<file path="src/hdl/dqfe_pkg.sv">
// Shared types and constants for the four-motor DShot frame encoder.
// Has no dependencies. Every other file in hdl/ refers to it by scoped names.
package dqfe_pkg;

    localparam int MOTORS      = 4;
    localparam int FRAME_BITS  = 16;
    localparam int VALUE_W     = 11;
    localparam int DUTY_W      = 16;
    localparam int SLOT_W      = 5;
    localparam int CFG_IDX_W   = 2;
    localparam int FIFO_DEPTH  = 2;
    localparam int FIFO_PTR_W  = $clog2(FIFO_DEPTH);
    localparam int FIFO_CNT_W  = $clog2(FIFO_DEPTH + 1);

    localparam logic [DUTY_W-1:0] COMMAND_MAX = 16'd47;

    // Opcodes of a request.
    localparam logic OP_THROTTLE = 1'b0;
    localparam logic OP_COMMAND  = 1'b1;

    // Configuration register indexes.
    localparam logic [CFG_IDX_W-1:0] REG_ONE_DUTY   = 2'd0;
    localparam logic [CFG_IDX_W-1:0] REG_ZERO_DUTY  = 2'd1;
    localparam logic [CFG_IDX_W-1:0] REG_THR_FLOOR  = 2'd2;
    localparam logic [CFG_IDX_W-1:0] REG_THR_CEIL   = 2'd3;

    // Reset values of the configuration registers.
    localparam logic [DUTY_W-1:0]  ONE_DUTY_RST   = 16'd15;
    localparam logic [DUTY_W-1:0]  ZERO_DUTY_RST  = 16'd7;
    localparam logic [VALUE_W-1:0] THR_FLOOR_RST  = 11'd48;
    localparam logic [VALUE_W-1:0] THR_CEIL_RST   = 11'd2047;

    typedef struct packed {
        logic [DUTY_W-1:0]  one_duty;
        logic [DUTY_W-1:0]  zero_duty;
        logic [VALUE_W-1:0] thr_floor;
        logic [VALUE_W-1:0] thr_ceil;
    } cfg_t;

    // One frame per motor, motor 0 in the lowest element.
    typedef logic [MOTORS-1:0][FRAME_BITS-1:0] frame_set_t;

endpackage

</file>
<file path="src/hdl/dqfe_front.sv">
// Front end: builds the four DShot frames of a request combinationally.
// Depends on dqfe_pkg.
module dqfe_front
(
    input  logic                                  push,
    input  logic                                  full,
    input  logic                                  opcode,
    input  logic [dqfe_pkg::DUTY_W-1:0]           motor_value_0,
    input  logic [dqfe_pkg::DUTY_W-1:0]           motor_value_1,
    input  logic [dqfe_pkg::DUTY_W-1:0]           motor_value_2,
    input  logic [dqfe_pkg::DUTY_W-1:0]           motor_value_3,
    input  dqfe_pkg::cfg_t                        cfg,
    output logic                                  wr_en,
    output dqfe_pkg::frame_set_t                  wr_frames
);

    logic [dqfe_pkg::MOTORS-1:0][dqfe_pkg::DUTY_W-1:0] raw;

    // Clamp or validate one value and pack it with telemetry bit and CRC.
    function automatic logic [dqfe_pkg::FRAME_BITS-1:0] build_frame(
        input logic                          is_cmd,
        input logic [dqfe_pkg::DUTY_W-1:0]   value,
        input dqfe_pkg::cfg_t                c
    );
        logic [dqfe_pkg::VALUE_W-1:0] v;
        logic                         tlm;
        logic [11:0]                  packet;
        logic [3:0]                   crc;
        if (is_cmd == dqfe_pkg::OP_COMMAND)
        begin
            v   = (value > dqfe_pkg::COMMAND_MAX) ? '0 : value[dqfe_pkg::VALUE_W-1:0];
            tlm = (v != '0);
        end
        else
        begin
            v = (value > {5'd0, c.thr_ceil}) ? c.thr_ceil : value[dqfe_pkg::VALUE_W-1:0];
            if ((v != '0) && (v < c.thr_floor))
            begin
                v = c.thr_floor;
            end
            tlm = 1'b0;
        end
        packet = {v, tlm};
        crc    = packet[3:0] ^ packet[7:4] ^ packet[11:8];
        return {packet, crc};
    endfunction

    assign raw   = {motor_value_3, motor_value_2, motor_value_1, motor_value_0};
    assign wr_en = push & ~full;

    always_comb
    begin
        for (int m = 0; m < dqfe_pkg::MOTORS; m++)
        begin
            wr_frames[m] = build_frame(opcode, raw[m], cfg);
        end
    end

endmodule

</file>
<file path="src/hdl/dqfe_fifo.sv">
// Short queue of built frame sets between the front end and the slot sequencer.
// Depends on dqfe_pkg.
module dqfe_fifo
(
    input  logic                  clk,
    input  logic                  rst_n,
    input  logic                  wr_en,
    input  dqfe_pkg::frame_set_t  wr_frames,
    input  logic                  rd_en,
    output dqfe_pkg::frame_set_t  rd_frames,
    output logic                  full,
    output logic                  not_empty
);

    dqfe_pkg::frame_set_t                 mem_reg [dqfe_pkg::FIFO_DEPTH];
    logic [dqfe_pkg::FIFO_PTR_W-1:0]      wr_ptr_reg;
    logic [dqfe_pkg::FIFO_PTR_W-1:0]      wr_ptr_next;
    logic [dqfe_pkg::FIFO_PTR_W-1:0]      rd_ptr_reg;
    logic [dqfe_pkg::FIFO_PTR_W-1:0]      rd_ptr_next;
    logic [dqfe_pkg::FIFO_CNT_W-1:0]      count_reg;
    logic [dqfe_pkg::FIFO_CNT_W-1:0]      count_next;
    logic                                 do_wr;
    logic                                 do_rd;

    assign full      = (count_reg == dqfe_pkg::FIFO_CNT_W'(dqfe_pkg::FIFO_DEPTH));
    assign not_empty = (count_reg != '0);
    assign do_wr     = wr_en & ~full;
    assign do_rd     = rd_en & not_empty;
    assign rd_frames = mem_reg[rd_ptr_reg];

    always_comb
    begin
        wr_ptr_next = do_wr ? wr_ptr_reg + 1'b1 : wr_ptr_reg;
        rd_ptr_next = do_rd ? rd_ptr_reg + 1'b1 : rd_ptr_reg;
        count_next  = count_reg;
        if (do_wr && !do_rd)
        begin
            count_next = count_reg + 1'b1;
        end
        else if (!do_wr && do_rd)
        begin
            count_next = count_reg - 1'b1;
        end
    end

    always_ff @(posedge clk or negedge rst_n)
    begin
        if (!rst_n)
        begin
            wr_ptr_reg <= '0;
            rd_ptr_reg <= '0;
            count_reg  <= '0;
        end
        else
        begin
            wr_ptr_reg <= wr_ptr_next;
            rd_ptr_reg <= rd_ptr_next;
            count_reg  <= count_next;
        end
    end

    always_ff @(posedge clk)
    begin
        if (do_wr)
        begin
            mem_reg[wr_ptr_reg] <= wr_frames;
        end
    end

endmodule

</file>
<file path="src/hdl/dqfe_back.sv">
// Back end: walks the bit slots of the frame set at the queue head and
// registers one output word per slot. Depends on dqfe_pkg.
module dqfe_back
#(
    parameter int SLOTS_PER_FRAME = 18
)
(
    input  logic                                         clk,
    input  logic                                         rst_n,
    input  dqfe_pkg::frame_set_t                         rd_frames,
    input  logic                                         not_empty,
    output logic                                         rd_en,
    input  dqfe_pkg::cfg_t                               cfg,
    input  logic                                         pop,
    output logic                                         empty,
    output logic [dqfe_pkg::SLOT_W-1:0]                  slot_index,
    output logic [dqfe_pkg::MOTORS-1:0][dqfe_pkg::DUTY_W-1:0] duty,
    output logic                                         last_slot
);

    localparam logic [dqfe_pkg::SLOT_W-1:0] LAST_SLOT = dqfe_pkg::SLOT_W'(SLOTS_PER_FRAME - 1);
    localparam logic [dqfe_pkg::SLOT_W-1:0] TAIL_START = dqfe_pkg::SLOT_W'(dqfe_pkg::FRAME_BITS);
    localparam logic [3:0] MSB_IDX = 4'(dqfe_pkg::FRAME_BITS - 1);

    logic [dqfe_pkg::SLOT_W-1:0]                            cnt_reg;
    logic [dqfe_pkg::SLOT_W-1:0]                            cnt_next;
    logic                                                   valid_reg;
    logic                                                   valid_next;
    logic [dqfe_pkg::SLOT_W-1:0]                            slot_reg;
    logic [dqfe_pkg::MOTORS-1:0][dqfe_pkg::DUTY_W-1:0]      duty_reg;
    logic [dqfe_pkg::MOTORS-1:0][dqfe_pkg::DUTY_W-1:0]      duty_next;
    logic                                                   last_reg;
    logic                                                   advance;
    logic                                                   at_last;
    logic [3:0]                                             bit_idx;

    // A new slot is produced whenever the queue is not empty and the output register is free or being taken.
    assign advance = not_empty & (~valid_reg | pop);
    assign at_last = (cnt_reg == LAST_SLOT);
    assign rd_en   = advance & at_last;
    assign bit_idx = MSB_IDX - cnt_reg[3:0];

    always_comb
    begin
        for (int m = 0; m < dqfe_pkg::MOTORS; m++)
        begin
            if (cnt_reg >= TAIL_START)
            begin
                duty_next[m] = '0;
            end
            else
            begin
                duty_next[m] = rd_frames[m][bit_idx] ? cfg.one_duty : cfg.zero_duty;
            end
        end
    end

    always_comb
    begin
        cnt_next   = cnt_reg;
        valid_next = valid_reg;
        if (advance)
        begin
            cnt_next   = at_last ? '0 : cnt_reg + 1'b1;
            valid_next = 1'b1;
        end
        else if (pop)
        begin
            valid_next = 1'b0;
        end
    end

    always_ff @(posedge clk or negedge rst_n)
    begin
        if (!rst_n)
        begin
            cnt_reg   <= '0;
            valid_reg <= 1'b0;
        end
        else
        begin
            cnt_reg   <= cnt_next;
            valid_reg <= valid_next;
        end
    end

    always_ff @(posedge clk)
    begin
        if (advance)
        begin
            slot_reg <= cnt_reg;
            duty_reg <= duty_next;
            last_reg <= at_last;
        end
    end

    assign empty      = ~valid_reg;
    assign slot_index = slot_reg;
    assign duty       = duty_reg;
    assign last_slot  = last_reg;

endmodule

</file>
<file path="src/hdl/dshot_quad_frame_encoder.sv">
// Top level of the four-motor DShot frame encoder: configuration registers,
// front end, frame queue and slot sequencer. Depends on dqfe_pkg and hdl/dqfe_*.sv.
//
// Usage: a request word (opcode and four raw motor values) enters through push/full
// and is accepted on a clock edge with push high and full low. The front end clamps
// or validates each value and builds the four 16-bit frames in the same cycle; the
// frame set goes into a two-entry queue. The slot sequencer takes the frame set at
// the queue head and produces SLOTS_PER_FRAME result words, one per cycle while the
// output is not stalled, most significant frame bit first, followed by tail slots
// whose duties are all zero. The final word of a burst carries last_slot. Results
// leave through empty/pop: the oldest word is on the result ports while empty is
// low and is taken on an edge with pop high. The output register refills in the
// same cycle it is popped, so with pop held high and the queue not empty one word
// leaves every cycle. An accepted request is first written into the queue; its first
// word then moves from the queue head into the output register once that register
// is free or being popped and no earlier burst is in progress. The slot sequencer
// finishes a burst before it takes the next. A frame set stays in the queue until
// its final slot is issued, so requests keep being taken until the queue holds the
// burst in progress and one waiting set. When the receiver stalls, the current word
// holds and the sequencer pauses; the queue then fills and full rises. Reset empties
// the queue, marks the output register empty and returns the configuration registers
// to their defaults. The configuration port (wr_en, wr_index, wr_data) writes one
// register per cycle and is meant to be used only while no burst is outstanding.
module dshot_quad_frame_encoder
#(
    parameter int SLOTS_PER_FRAME = 18
)
(
    input  logic                                  clk,
    input  logic                                  rst_n,
    input  logic                                  wr_en,
    input  logic [dqfe_pkg::CFG_IDX_W-1:0]        wr_index,
    input  logic [dqfe_pkg::DUTY_W-1:0]           wr_data,
    input  logic                                  push,
    output logic                                  full,
    input  logic                                  opcode,
    input  logic [dqfe_pkg::DUTY_W-1:0]           motor_value_0,
    input  logic [dqfe_pkg::DUTY_W-1:0]           motor_value_1,
    input  logic [dqfe_pkg::DUTY_W-1:0]           motor_value_2,
    input  logic [dqfe_pkg::DUTY_W-1:0]           motor_value_3,
    output logic                                  empty,
    input  logic                                  pop,
    output logic [dqfe_pkg::SLOT_W-1:0]           slot_index,
    output logic [dqfe_pkg::DUTY_W-1:0]           duty_0,
    output logic [dqfe_pkg::DUTY_W-1:0]           duty_1,
    output logic [dqfe_pkg::DUTY_W-1:0]           duty_2,
    output logic [dqfe_pkg::DUTY_W-1:0]           duty_3,
    output logic                                  last_slot
);

    dqfe_pkg::cfg_t                                         cfg_reg;
    dqfe_pkg::cfg_t                                         cfg_next;
    logic                                                   q_wr_en;
    dqfe_pkg::frame_set_t                                   q_wr_frames;
    logic                                                   q_rd_en;
    dqfe_pkg::frame_set_t                                   q_rd_frames;
    logic                                                   q_not_empty;
    logic [dqfe_pkg::MOTORS-1:0][dqfe_pkg::DUTY_W-1:0]      duty;

    // Configuration registers. Values are cut to each register's width.
    always_comb
    begin
        cfg_next = cfg_reg;
        if (wr_en)
        begin
            case (wr_index)
                dqfe_pkg::REG_ONE_DUTY:  cfg_next.one_duty  = wr_data;
                dqfe_pkg::REG_ZERO_DUTY: cfg_next.zero_duty = wr_data;
                dqfe_pkg::REG_THR_FLOOR: cfg_next.thr_floor = wr_data[dqfe_pkg::VALUE_W-1:0];
                dqfe_pkg::REG_THR_CEIL:  cfg_next.thr_ceil  = wr_data[dqfe_pkg::VALUE_W-1:0];
                default:                 cfg_next = cfg_reg;
            endcase
        end
    end

    always_ff @(posedge clk or negedge rst_n)
    begin
        if (!rst_n)
        begin
            cfg_reg.one_duty  <= dqfe_pkg::ONE_DUTY_RST;
            cfg_reg.zero_duty <= dqfe_pkg::ZERO_DUTY_RST;
            cfg_reg.thr_floor <= dqfe_pkg::THR_FLOOR_RST;
            cfg_reg.thr_ceil  <= dqfe_pkg::THR_CEIL_RST;
        end
        else
        begin
            cfg_reg <= cfg_next;
        end
    end

    dqfe_front u_front
    (
        .push          (push),
        .full          (full),
        .opcode        (opcode),
        .motor_value_0 (motor_value_0),
        .motor_value_1 (motor_value_1),
        .motor_value_2 (motor_value_2),
        .motor_value_3 (motor_value_3),
        .cfg           (cfg_reg),
        .wr_en         (q_wr_en),
        .wr_frames     (q_wr_frames)
    );

    dqfe_fifo u_fifo
    (
        .clk       (clk),
        .rst_n     (rst_n),
        .wr_en     (q_wr_en),
        .wr_frames (q_wr_frames),
        .rd_en     (q_rd_en),
        .rd_frames (q_rd_frames),
        .full      (full),
        .not_empty (q_not_empty)
    );

    dqfe_back #(
        .SLOTS_PER_FRAME (SLOTS_PER_FRAME)
    ) u_back
    (
        .clk        (clk),
        .rst_n      (rst_n),
        .rd_frames  (q_rd_frames),
        .not_empty  (q_not_empty),
        .rd_en      (q_rd_en),
        .cfg        (cfg_reg),
        .pop        (pop),
        .empty      (empty),
        .slot_index (slot_index),
        .duty       (duty),
        .last_slot  (last_slot)
    );

    assign duty_0 = duty[0];
    assign duty_1 = duty[1];
    assign duty_2 = duty[2];
    assign duty_3 = duty[3];

`ifndef ASSERT_OFF
    // The end-of-burst mark sits only on the final slot number.
    assert property (@(posedge clk) disable iff (!rst_n)
        (!empty && last_slot) |-> (slot_index == dqfe_pkg::SLOT_W'(SLOTS_PER_FRAME - 1)))
    else $error("last_slot on a slot other than the final one");

    // Tail slots drive zero duty on every channel.
    assert property (@(posedge clk) disable iff (!rst_n)
        (!empty && slot_index >= dqfe_pkg::SLOT_W'(dqfe_pkg::FRAME_BITS))
        |-> (duty_0 == '0 && duty_1 == '0 && duty_2 == '0 && duty_3 == '0))
    else $error("nonzero duty in a tail slot");

    // Frame slots carry one of the two configured duty values on channels 0 and 3.
    assert property (@(posedge clk) disable iff (!rst_n)
        (!empty && slot_index < dqfe_pkg::SLOT_W'(dqfe_pkg::FRAME_BITS))
        |-> ((duty_0 == cfg_reg.one_duty || duty_0 == cfg_reg.zero_duty)
          && (duty_3 == cfg_reg.one_duty || duty_3 == cfg_reg.zero_duty)))
    else $error("frame slot duty is neither configured value");
`endif

endmodule
</file>
<file path="config.mk">
export PLATFORM = sky130hd
export DESIGN_NAME = dshot_quad_frame_encoder
export DESIGN_NICKNAME = d
export VERILOG_FILES = /design/src/hdl/dqfe_pkg.sv /design/src/hdl/dqfe_front.sv /design/src/hdl/dqfe_fifo.sv /design/src/hdl/dqfe_back.sv /design/src/hdl/dshot_quad_frame_encoder.sv
export SDC_FILE = /design/constraint.sdc
export NUM_CORES = 1
export LEC_CHECK = 0
export BUFFER_PORTS_ARGS = -buffer_cell sky130_fd_sc_hd__clkbuf_2
export CORE_MARGIN = 2
export CORE_UTILIZATION = 54
export CTS_BUF_LIST = sky130_fd_sc_hd__clkbuf_8
export CTS_CLUSTER_DIAMETER = 40
export DETAILED_ROUTE_END_ITERATION = 16
export PLACE_DENSITY_LB_ADDON = 0.3
export RECOVER_POWER = 50
export SYNTH_ARGS = -nofsm -noshare
export SYNTH_HDL_FRONTEND = slang
export SYNTH_SLANG_ARGS = --single-unit
</file>
<file path="constraint.sdc">
create_clock -name clk -period 13.95 [get_ports clk]
set_input_delay 2.0925 -clock clk [delete_from_list [all_inputs] [get_ports clk]]
set_output_delay 2.0925 -clock clk [all_outputs]
set_load 0.02 [all_outputs]
</file>
==> results_dict.tcl, run 1 <==
set metrics [dict create \
    clk-insertion-delay-late_ns 0.54 \
    io_pins 160 \
    syn_inst 1177 \
    cts_max_level 2 \
    drc 0 \
    cts.sinks 262 \
    crit_path_end_kind "flop" \
    seq_power_share_pct 38.9 \
    violations "max-capacitance violations, max-slew violations" \
    synth-edff-count 198 \
    final_util_pct 61.5 \
    cts_buffers 42 \
    cts_root_buf "clkbuf_8" \
    synth_area_per_cell_um2 12.4 \
    tightest_slew_ns 4.05 \
    rsz0062_at_grt "no" \
    detail_route.vias_per_cell 6.00 \
    synth_top_cell_by_area "edfxtp_1" \
    yosys_warnings 0 \
    largest_reg_flops 128 \
    synth_area_um2 14600 \
    holdPathStages 0 \
    area_growth_pct 12.9 \
    dr_wl_met3_mm 2.51 \
    dp_hpwl_mm 24.4 \
    status "complete, but fails checks" \
    required_ns 14.20 \
    switching_share_pct 37.7 \
    drtIter0Drc 991 \
    r2r_end "u_fifo.mem_reg[1][17]$_DFFE_PP_" \
    r2r_cells 17 \
    p_leak_nw 6.72 \
    synth_top_area_share_pct 40.8 \
    finalWirelength_mm 34.6 \
    top_layer "met4" \
    r2r_slack_ns 7.67 \
    timing.final.crit_share_pct 51.0 \
    fin_cells 1717 \
    p_comb_share_pct 43.6 \
    min_to "u_back.slot_index[0]$_DFFE_PP_" \
    placement.io_buffers 159 \
    setup_viol 0 \
    crit_path_start_kind "input port" \
    ant_nets 0 \
    path_class "input port to flop" \
    synthesis.nets 1352 \
    cap_violations 7 \
    p_clk_share_pct 17.4 \
    internal-power_w 0.00222 \
    n_antenna_cell 0 \
    r2r-start "cfg_reg[5]$_DFFE_PN1P_" \
    hp-start "u_back.cnt_reg[0]$_DFFE_PN0P_" \
    first_pass_iters 5 \
    layout-drive-gt1-share_pct 26.4 \
    grt_pass1_vias 9772 \
    wl_met1_mm 15.3 \
    fmax_mhz 141 \
    pre_cts_ws_ns 6.40 \
    synth-seq-area-share_pct 52.0 \
    ys_ff_latch 262 \
    grt_max_degree 79 \
    yosysUniqueCellTypes 69 \
    gp_congestion 0.951 \
    setup-tns-final_ns 0 \
    grt_util_all_layers_pct 24.5 \
    synth_area_leaders "edfxtp_1, dfrtp_1, ha_1, mux4_2, mux2i_1" \
    slew_headroom_pct -170 \
    cts_setup_buffers 0 \
    nNetsFinal 1519 \
    cts_buffer_depth 3 \
    arrival_ns 7.37 \
    std_cell_rows 60 \
    die_height_um 168 \
    crit_fanout 21 \
    die_w_um 168 \
    clk_pin_slew_ns 0.06 \
    fin_ws_ns 6.83 \
    p_sw_w 0.00135 \
    num_vias 10300 \
    dr_wl_met2_mm 15.8 \
    grt_antenna_before_repair 0 \
    hold_violations 0 \
    cts_resized 0 \
    fin_skew_ns 0.0297 \
    hp-class "flop to flop" \
    yosysMostFrequentCell "edfxtp_1" \
    wl_per_cell_um 20.2 \
    slew_violations 397 \
    ys_top_cells_by_count "edfxtp_1, nor2_1, ha_1" \
    overflow 0 \
    async_flop_share_pct 24.4 \
    cts_tree "built" \
    ir_drop_mv 0.154 \
    synth-main-ff-cell "edfxtp_1" \
    ctsHoldBuffers 0 \
    holdWs_ns 0.448 \
    powerDensity_nw_per_um2 217 \
    grt_pass1_wl_mm 54.2 \
    die-area_um2 28300 \
    finalCriticalPeriod_ns 7.12 \
    core-area_um2 26700 \
    start_util_pct 54.5 \
    place_inst 1641 \
]
==> layer usage <==
| metal | track usage (%) | up-vias |
|---|---|---|
| met3 | 3.97 | 76 |
| li1 | - | 4800 |
| met5 | 0 | - |
| met4 | 7.98 | 0 |
| met1 | 35.3 | 4994 |
| met2 | 38.3 | 429 |
==> power groups by stage <==
stage | registers [W] | clock network (W) | logic [W]
floorplan | 0.00149 | 0 | 0.00103
global placement | 0.00137 | 0 | 0.00152
detailed placement | 0.00139 | 0 | 0.00155
CTS | 0.00137 | 0.000634 | 0.00156
global route | 0.00142 | 0.000666 | 0.00169
finish | 0.00139 | 0.000623 | 0.00156
==> kinds of logic after synthesis <==
logic type | after synthesis | share of synthesized area [%]
AOI/OAI and AO/OA | 200 | 8.60
xor gates and xnor gates | 34 | 2.15
adders and majority gates | 87 | 7.47
buffers and inverters | 89 | 2.68
DFF | 262 | 52.0
muxes | 183 | 16.6
and+or+nand+nor | 322 | 10.5
==> stage by stage <==
step | power [W] | instance area, um^2
5_1_grt | 0.00378 | 16400
3_3_place_gp | 0.00290 | 15700
4_1_cts | 0.00356 | 16500
6_report | 0.00357 | 16400
3_5_place_dp | 0.00294 | 15700
2_1_floorplan | 0.00252 | 14600
==> worst max path at each step <==
| stage | from | to | slack, ns | cells past startpoint |
|---|---|---|---|---|
| 2_1_floorplan | pop | u_fifo.count_reg[1]$_DFFE_PN0P_ | 6.85 | 7 |
| 3_3_place_gp | motor_value_1[9] | u_fifo.mem_reg[0][18]$_DFFE_PP_ | 6.55 | 17 |
| 3_5_place_dp | motor_value_1[9] | u_fifo.mem_reg[0][17]$_DFFE_PP_ | 6.40 | 17 |
| 4_1_cts | motor_value_1[9] | u_fifo.mem_reg[1][17]$_DFFE_PP_ | 6.96 | 17 |
| 5_1_grt | motor_value_1[9] | u_fifo.mem_reg[1][17]$_DFFE_PP_ | 6.25 | 17 |
| 6_report | motor_value_1[9] | u_fifo.mem_reg[1][17]$_DFFE_PP_ | 6.83 | 17 |
==> cell type report <==
| type | count | area [um^2] |
|---|---|---|
| clock buffer | 47 | 647 |
| clock inverter | 29 | 158 |
| fill | 2157 | 10300 |
| inverter | 39 | 146 |
| multi-input combinational | 826 | 6620 |
| sequential | 262 | 7570 |
| tap | 341 | 427 |
| timing repair buffer | 173 | 875 |
==> critical path, cell delays in order <==
cell and delay (ns):
clkbuf_2 0.10, ha_1 0.32, a21oi_1 0.21, o2111ai_1 0.15, or2_0 0.25, o21ai_1 0.90, o21ai_0 0.39, ha_1 0.39
a21o_1 0.18, a2111oi_0 0.43, nor2_1 0.09, a2111oi_0 0.41, or3b_1 0.67, mux2i_1 0.20, o21ai_1 0.28, xnor2_1 0.15
xnor2_1 0.15
==> placed cells by master (no fill, tap or decap), types with 4 or more instances in the layout <==
master and instances:
a211oi_1 8, a21o_1 11, a21oi_1 56, a31oi_1 4
and3_1 6, buf_4 8, clkbuf_1 9, clkbuf_2 155
clkbuf_8 47, clkinv_2 4, dfrtp_1 42, dfstp_2 20
edfxtp_1 198, ha_1 87, inv_1 57, mux2_2 54
mux2i_1 85, mux2i_2 4, mux4_2 40, nand2_1 73
nand2b_1 5, nand3_1 18, nand3b_1 5, nand4_1 16
nor2_1 141, nor2b_1 7, nor3_1 9, nor4_1 8
o211ai_1 11, o21ai_0 43, o21ai_1 29, o21ai_2 4
o22ai_1 4, or4_1 8, or4_4 4, xnor2_1 22
xor2_1 11
No activity file was read; power rests on OpenSTA's default activity.
==> run 2, diff against run 1 <==
clock period = 5.8 ns   (was 13.95 ns; I/O delays follow)
==> run 2 against run 1 <==
The flow still finishes with violations (max-capacitance violations, max-slew violations). Combinational power rose by 140%. Non-clock buffer count rose by 18. Critical path type is now flop to flop. Sequential power rose by 140%. Cell count rose by 1.2%. Highest routed layer unchanged. Clock power rose by 140%. Worst hold slack improved by 0.054 ns. Sequential share of layout area fell by 0.22 points. Die area did not move. Clock skew rose by 0.012 ns. Via count fell by 0.24%. Final area rose by 0.49%.
==> results_dict.tcl, run 2 (same netlist as run 1, synthesis figures left out) <==
set metrics [dict create \
    std_cell_rows 60 \
    violations "max-capacitance violations, max-slew violations" \
    drtIter0Drc 1056 \
    overflow 0 \
    cts_buffer_depth 3 \
    ir_drop_mv 0.200 \
    r2r_slack_ns 0.39 \
    final_area_um2 16500 \
    place_inst 1659 \
    num_vias 10300 \
    post_dp_cell_area_um2 15800 \
    nNetsFinal 1537 \
    crit_end "u_fifo.mem_reg[0][16]$_DFFE_PP_" \
    r2r-start "cfg_reg[9]$_DFFE_PN1P_" \
    detail_route.vias_per_cell 5.91 \
    start_util_pct 54.5 \
    cts.sinks 262 \
    crit_path_start_kind "flop" \
    crit_path_start "cfg_reg[9]$_DFFE_PN1P_" \
    tightest_slew_ns 4.05 \
    core-area_um2 26700 \
    die-area_um2 28300 \
    grt_pass1_wl_mm 55.8 \
    pre_cts_ws_ns 0.289 \
    crit_path_end_kind "flop" \
    path_class "flop to flop" \
    die_height_um 168 \
    rsz0062_at_grt "no" \
    finalCriticalPeriod_ns 5.41 \
    cts_buffers 42 \
    r2r_cells 21 \
    largest_reg_flops 128 \
    wl_per_cell_um 20.6 \
    grt_util_all_layers_pct 25.5 \
    arrival_ns 5.74 \
    die_w_um 168 \
    grt_pass1_vias 10000 \
    timing.final.crit_share_pct 93.3 \
    final_util_pct 61.8 \
    io_pins 160 \
    clk_pin_slew_ns 0.06 \
    placement.io_buffers 159 \
    slew_violations 326 \
    grt_max_degree 79 \
    setup-tns-final_ns 0 \
    crit_fanout 11 \
    cts_tree "built" \
    required_ns 6.13 \
    cts_root_buf "clkbuf_8" \
    hp-class "flop to flop" \
    grt_antenna_before_repair 0 \
    first_pass_iters 5 \
    slew_headroom_pct -170 \
    layout_commonest_cell "edfxtp_1" \
    p_leak_nw 6.67 \
    ant_nets 0 \
    r2r_end "u_fifo.mem_reg[0][16]$_DFFE_PP_" \
    setup_viol 0 \
    layout_common_cells "edfxtp_1, nor2_1, clkbuf_2" \
    fmax_mhz 185 \
    nFillCells 2151 \
    ctsHoldBuffers 0 \
    status "complete, but fails checks" \
    drc 0 \
    area_growth_pct 13.5 \
    fin_ws_ns 0.388 \
    powerDensity_nw_per_um2 518 \
    cts_setup_buffers 0 \
    gp_congestion 0.979 \
    fin_cells 1737 \
    cts_max_level 2 \
    fin_skew_ns 0.0418 \
    cap_violations 6 \
    hold_violations 0 \
    cts_resized 0 \
    finalWirelength_mm 35.8 \
    layout-drive-gt1-share_pct 23.7 \
    hp-start "u_fifo.count_reg[1]$_DFFE_PN0P_" \
    n_antenna_cell 0 \
    clk-insertion-delay-late_ns 0.55 \
    dp_hpwl_mm 26.1 \
]
## run 2: changes by cell type in the layout (fill, tap and decap cells not counted), sizes merged
| cell | delta |
|---|---|
| buf | +19 |
| clkbuf | -5 |
| inv | +2 |
| clkinvlp | +1 |
| bufinv | +1 |
| clkinv | +2 |
## run 2: worst min path at each step
stage / cells past startpoint / endpoint / slack (ns)
global route: 2 / u_back.valid_reg$_DFFE_PN0P_ / 0.52
detailed placement: 1 / cfg_reg[12]$_DFFE_PN0P_ / 0.49
CTS: 2 / u_back.valid_reg$_DFFE_PN0P_ / 0.50
floorplan: 0 / u_back.slot_index[3]$_DFFE_PP_ / 0.42
global placement: 1 / u_fifo.count_reg[1]$_DFFE_PN0P_ / 0.48
finish: 1 / u_fifo.count_reg[1]$_DFFE_PN0P_ / 0.50
## run 2: metal layers
layer | wire length [um] | track usage [%] | vias up
li1 | - | - | 4852
met1 | 16000 | 37.0 | 4954
met2 | 16200 | 39.3 | 399
met3 | 2320 | 3.34 | 69
met4 | 1320 | 10.2 | 0
met5 | 0 | 0 | -
## run 2: stage by stage
step	power, W	hold slack (ns)
floorplan	0.00604	0.423
global placement	0.00701	0.478
detailed placement	0.00712	0.494
CTS	0.00863	0.497
global route	0.00908	0.522
finish	0.00857	0.502
## run 2: cell type report
type | instances | area, um^2 | area share [%]
flip-flops and latches | 262 | 7570 | 45.8
multi-input cells | 826 | 6610 | 40.0
repair buffers | 191 | 958 | 5.80
clock buffers | 43 | 592 | 3.58
well taps | 341 | 427 | 2.58
clock inverters | 35 | 216 | 1.31
inverters | 39 | 146 | 0.886
## run 2: report_power, final
group          leakage, nW  internal [W]  switching (W)
Combinational         3.56       0.00150        0.00221
Sequential            2.63       0.00302       0.000359
Clock                0.483      0.000790       0.000697
Total                 6.67       0.00531        0.00326
## run 2: critical path: stages (launching register included)
cell and delay [ns]:
dfstp_2 0.55, inv_1 0.18, ha_1 0.37, a21oi_1 0.21, o2111ai_1 0.14, or2_0 0.25, o21ai_1 0.28, buf_4 0.23
nand2_1 0.06, o21ai_0 0.13, ha_1 0.31, a21oi_1 0.14, nor2_1 0.06, a2111oi_0 0.31, nor2_1 0.09, a2111oi_0 0.42
or3b_1 0.59, buf_4 0.25, nor2_1 0.09, a21oi_1 0.05, o21ai_1 0.26, xor2_1 0.25
==> run 3, diff against run 2 <==
--- a/constraint.sdc
+++ b/constraint.sdc
@@ -3,2 +3,2 @@
 set_output_delay 0.87 -clock clk [all_outputs]
-set_load 0.02 [all_outputs]
+set_load 0.05 [all_outputs]
==> run 3 against run 2 <==
The run still ends with max-capacitance violations, max-slew violations left. Non-clock buffer count unchanged. Register-to-register slack barely moved. Worst setup slack barely moved. Combinational power grew 17%. Final area grew 0.31%. Maximum frequency barely moved. Power is 7.2% higher. Sequential power about the same. Largest power group unchanged. Highest routed layer unchanged.
==> results_dict.tcl, run 3 (same netlist as run 1, synthesis figures left out) <==
set metrics [dict create \
    wl_per_cell_um 20.6 \
    nNetsFinal 1537 \
    crit_fanout 11 \
    arrival_ns 5.75 \
    die_w_um 168 \
    p_leak_nw 6.79 \
    slew_headroom_pct -170 \
    cts_root_buf "clkbuf_8" \
    num_vias 10300 \
    layout-drive-gt1-share_pct 26.6 \
    cts_max_level 2 \
    grt_antenna_before_repair 0 \
    setup_viol 0 \
    fin_skew_ns 0.0419 \
    core-area_um2 26700 \
    gp_congestion 0.979 \
    dp_hpwl_mm 26.1 \
    crit_path_end_kind "flop" \
    place_inst 1659 \
    grt_util_all_layers_pct 25.5 \
    path_class "flop to flop" \
    fin_ws_ns 0.387 \
    met1_usage_pct 37.0 \
    nFillCells 2121 \
    cts.sinks 262 \
    cp_slowest_cell "or3b_1" \
    holdWs_ns 0.502 \
    overflow 0 \
    fmax_mhz 185 \
    first_pass_iters 5 \
    grt_pass1_wl_mm 55.8 \
    std_cell_rows 60 \
    drtIter0Drc 1044 \
    n_antenna_cell 0 \
    required_ns 6.13 \
    timing.final.crit_share_pct 93.3 \
    finalCriticalPeriod_ns 5.41 \
    grt.busiest_layer "met2" \
    ir_drop_mv 0.219 \
    cts_setup_buffers 0 \
    crit_path_start_kind "flop" \
    pre_cts_ws_ns 0.289 \
    ant_nets 0 \
    cts_resized 0 \
    cts_tree "built" \
    fin_cells 1737 \
    violations "max-capacitance violations, max-slew violations" \
    die_height_um 168 \
    die-area_um2 28300 \
    area_growth_pct 13.8 \
    largest_reg_flops 128 \
    cap_violations 6 \
    powerDensity_nw_per_um2 554 \
    critPathMaxStageDelay_ns 0.59 \
    grt_max_degree 79 \
    layout_common_cells "edfxtp_1, clkbuf_2, nor2_1" \
    final_util_pct 62.0 \
    cts_buffers 42 \
    hold_violations 0 \
    detail_route.vias_per_cell 5.91 \
    grt.met3_usage_pct 3.34 \
    status "complete, but fails checks" \
    rsz0062_at_grt "no" \
    setup-tns-final_ns 0 \
    grt_pass1_vias 10000 \
    clk_pin_slew_ns 0.06 \
    ctsHoldBuffers 0 \
    tightest_slew_ns 4.04 \
    drc 0 \
    cts_buffer_depth 3 \
    clk-insertion-delay-late_ns 0.55 \
    finalWirelength_mm 35.7 \
    crit_chain "inv_1, ha_1, a21oi_1, o2111ai_1, or2_0, o21ai_1, buf_4, nand2_1, o21ai_0, ha_1, a21oi_1, nor2_1, a2111oi_0, nor2_1, a2111oi_0, or3b_1, buf_4, nor2_1, a21oi_1, o21ai_1, xor2_1" \
    placement.io_buffers 159 \
    start_util_pct 54.5 \
    io_pins 160 \
    slew_violations 326 \
    grtUsageMet2_pct 39.3 \
    hp-class "flop to flop" \
    layout_commonest_cell "edfxtp_1" \
]
-- run 3: cell counts in the layout (fill, tap and decap cells not counted) --
Identical to the previous run, type by type.
-- run 3: layer usage --
metal | wire length (um) | up-vias
li1 | - | 4852
met2 | 16200 | 399
met1 | 15900 | 4948
met3 | 2290 | 67
met5 | 0 | -
met4 | 1300 | 0
-- run 3: report_power, final --
part / total [W] / switching (W) / internal, W
logic: 0.00432 / 0.00279 / 0.00153
registers: 0.00338 / 0.000360 / 0.00302
clock network: 0.00149 / 0.000698 / 0.000790
total: 0.00919 / 0.00385 / 0.00534
-- run 3: path summary, 6_finish.rpt --
kind                                                       from                              end  slack (ns)  cells after the start
max in group asynchronous                                 rst_n    u_fifo.rd_ptr_reg$_DFFE_PN0P_        2.13                      2
worst max register to register           cfg_reg[9]$_DFFE_PN1P_  u_fifo.mem_reg[0][16]$_DFFE_PP_        0.39                     21
worst max-delay path                     cfg_reg[9]$_DFFE_PN1P_  u_fifo.mem_reg[0][16]$_DFFE_PP_        0.39                     21
worst min register to register  u_fifo.count_reg[1]$_DFFE_PN0P_  u_fifo.count_reg[1]$_DFFE_PN0P_        0.50                      1
min in group asynchronous                                 rst_n    u_back.cnt_reg[1]$_DFFE_PN0P_        1.55                      2
worst min-delay path            u_fifo.count_reg[1]$_DFFE_PN0P_  u_fifo.count_reg[1]$_DFFE_PN0P_        0.50                      1
-- run 3: critical path, delay by kind of cell (launching register included) --
family	cells	cell delay [ns]
xor+xnor	1	0.25
flops	1	0.55
buf+inv	3	0.66
compound gates	9	1.94
simple gates	6	1.14
fa+ha+maj	2	0.68
-- run 3: area by class of cell --
cell class                 instances  area [um^2]  share of cell area [%]
clock buffer                      43          592                    3.57
clock inverter                    35          216                    1.31
inverter                          39          146                   0.883
timing repair buffer             191         1010                    6.09
multi-input combinational        826         6610                    39.9
tap                              341          427                    2.57
sequential                       262         7570                    45.7
-- run 3: per-stage QoR --
step / cell area, um^2 / power, W
after floorplan: 14600 / 0.00663
after global placement: 15800 / 0.00760
after detailed placement: 15800 / 0.00770
after CTS: 16600 / 0.00921
after global routing: 16600 / 0.00970
final: 16600 / 0.00919
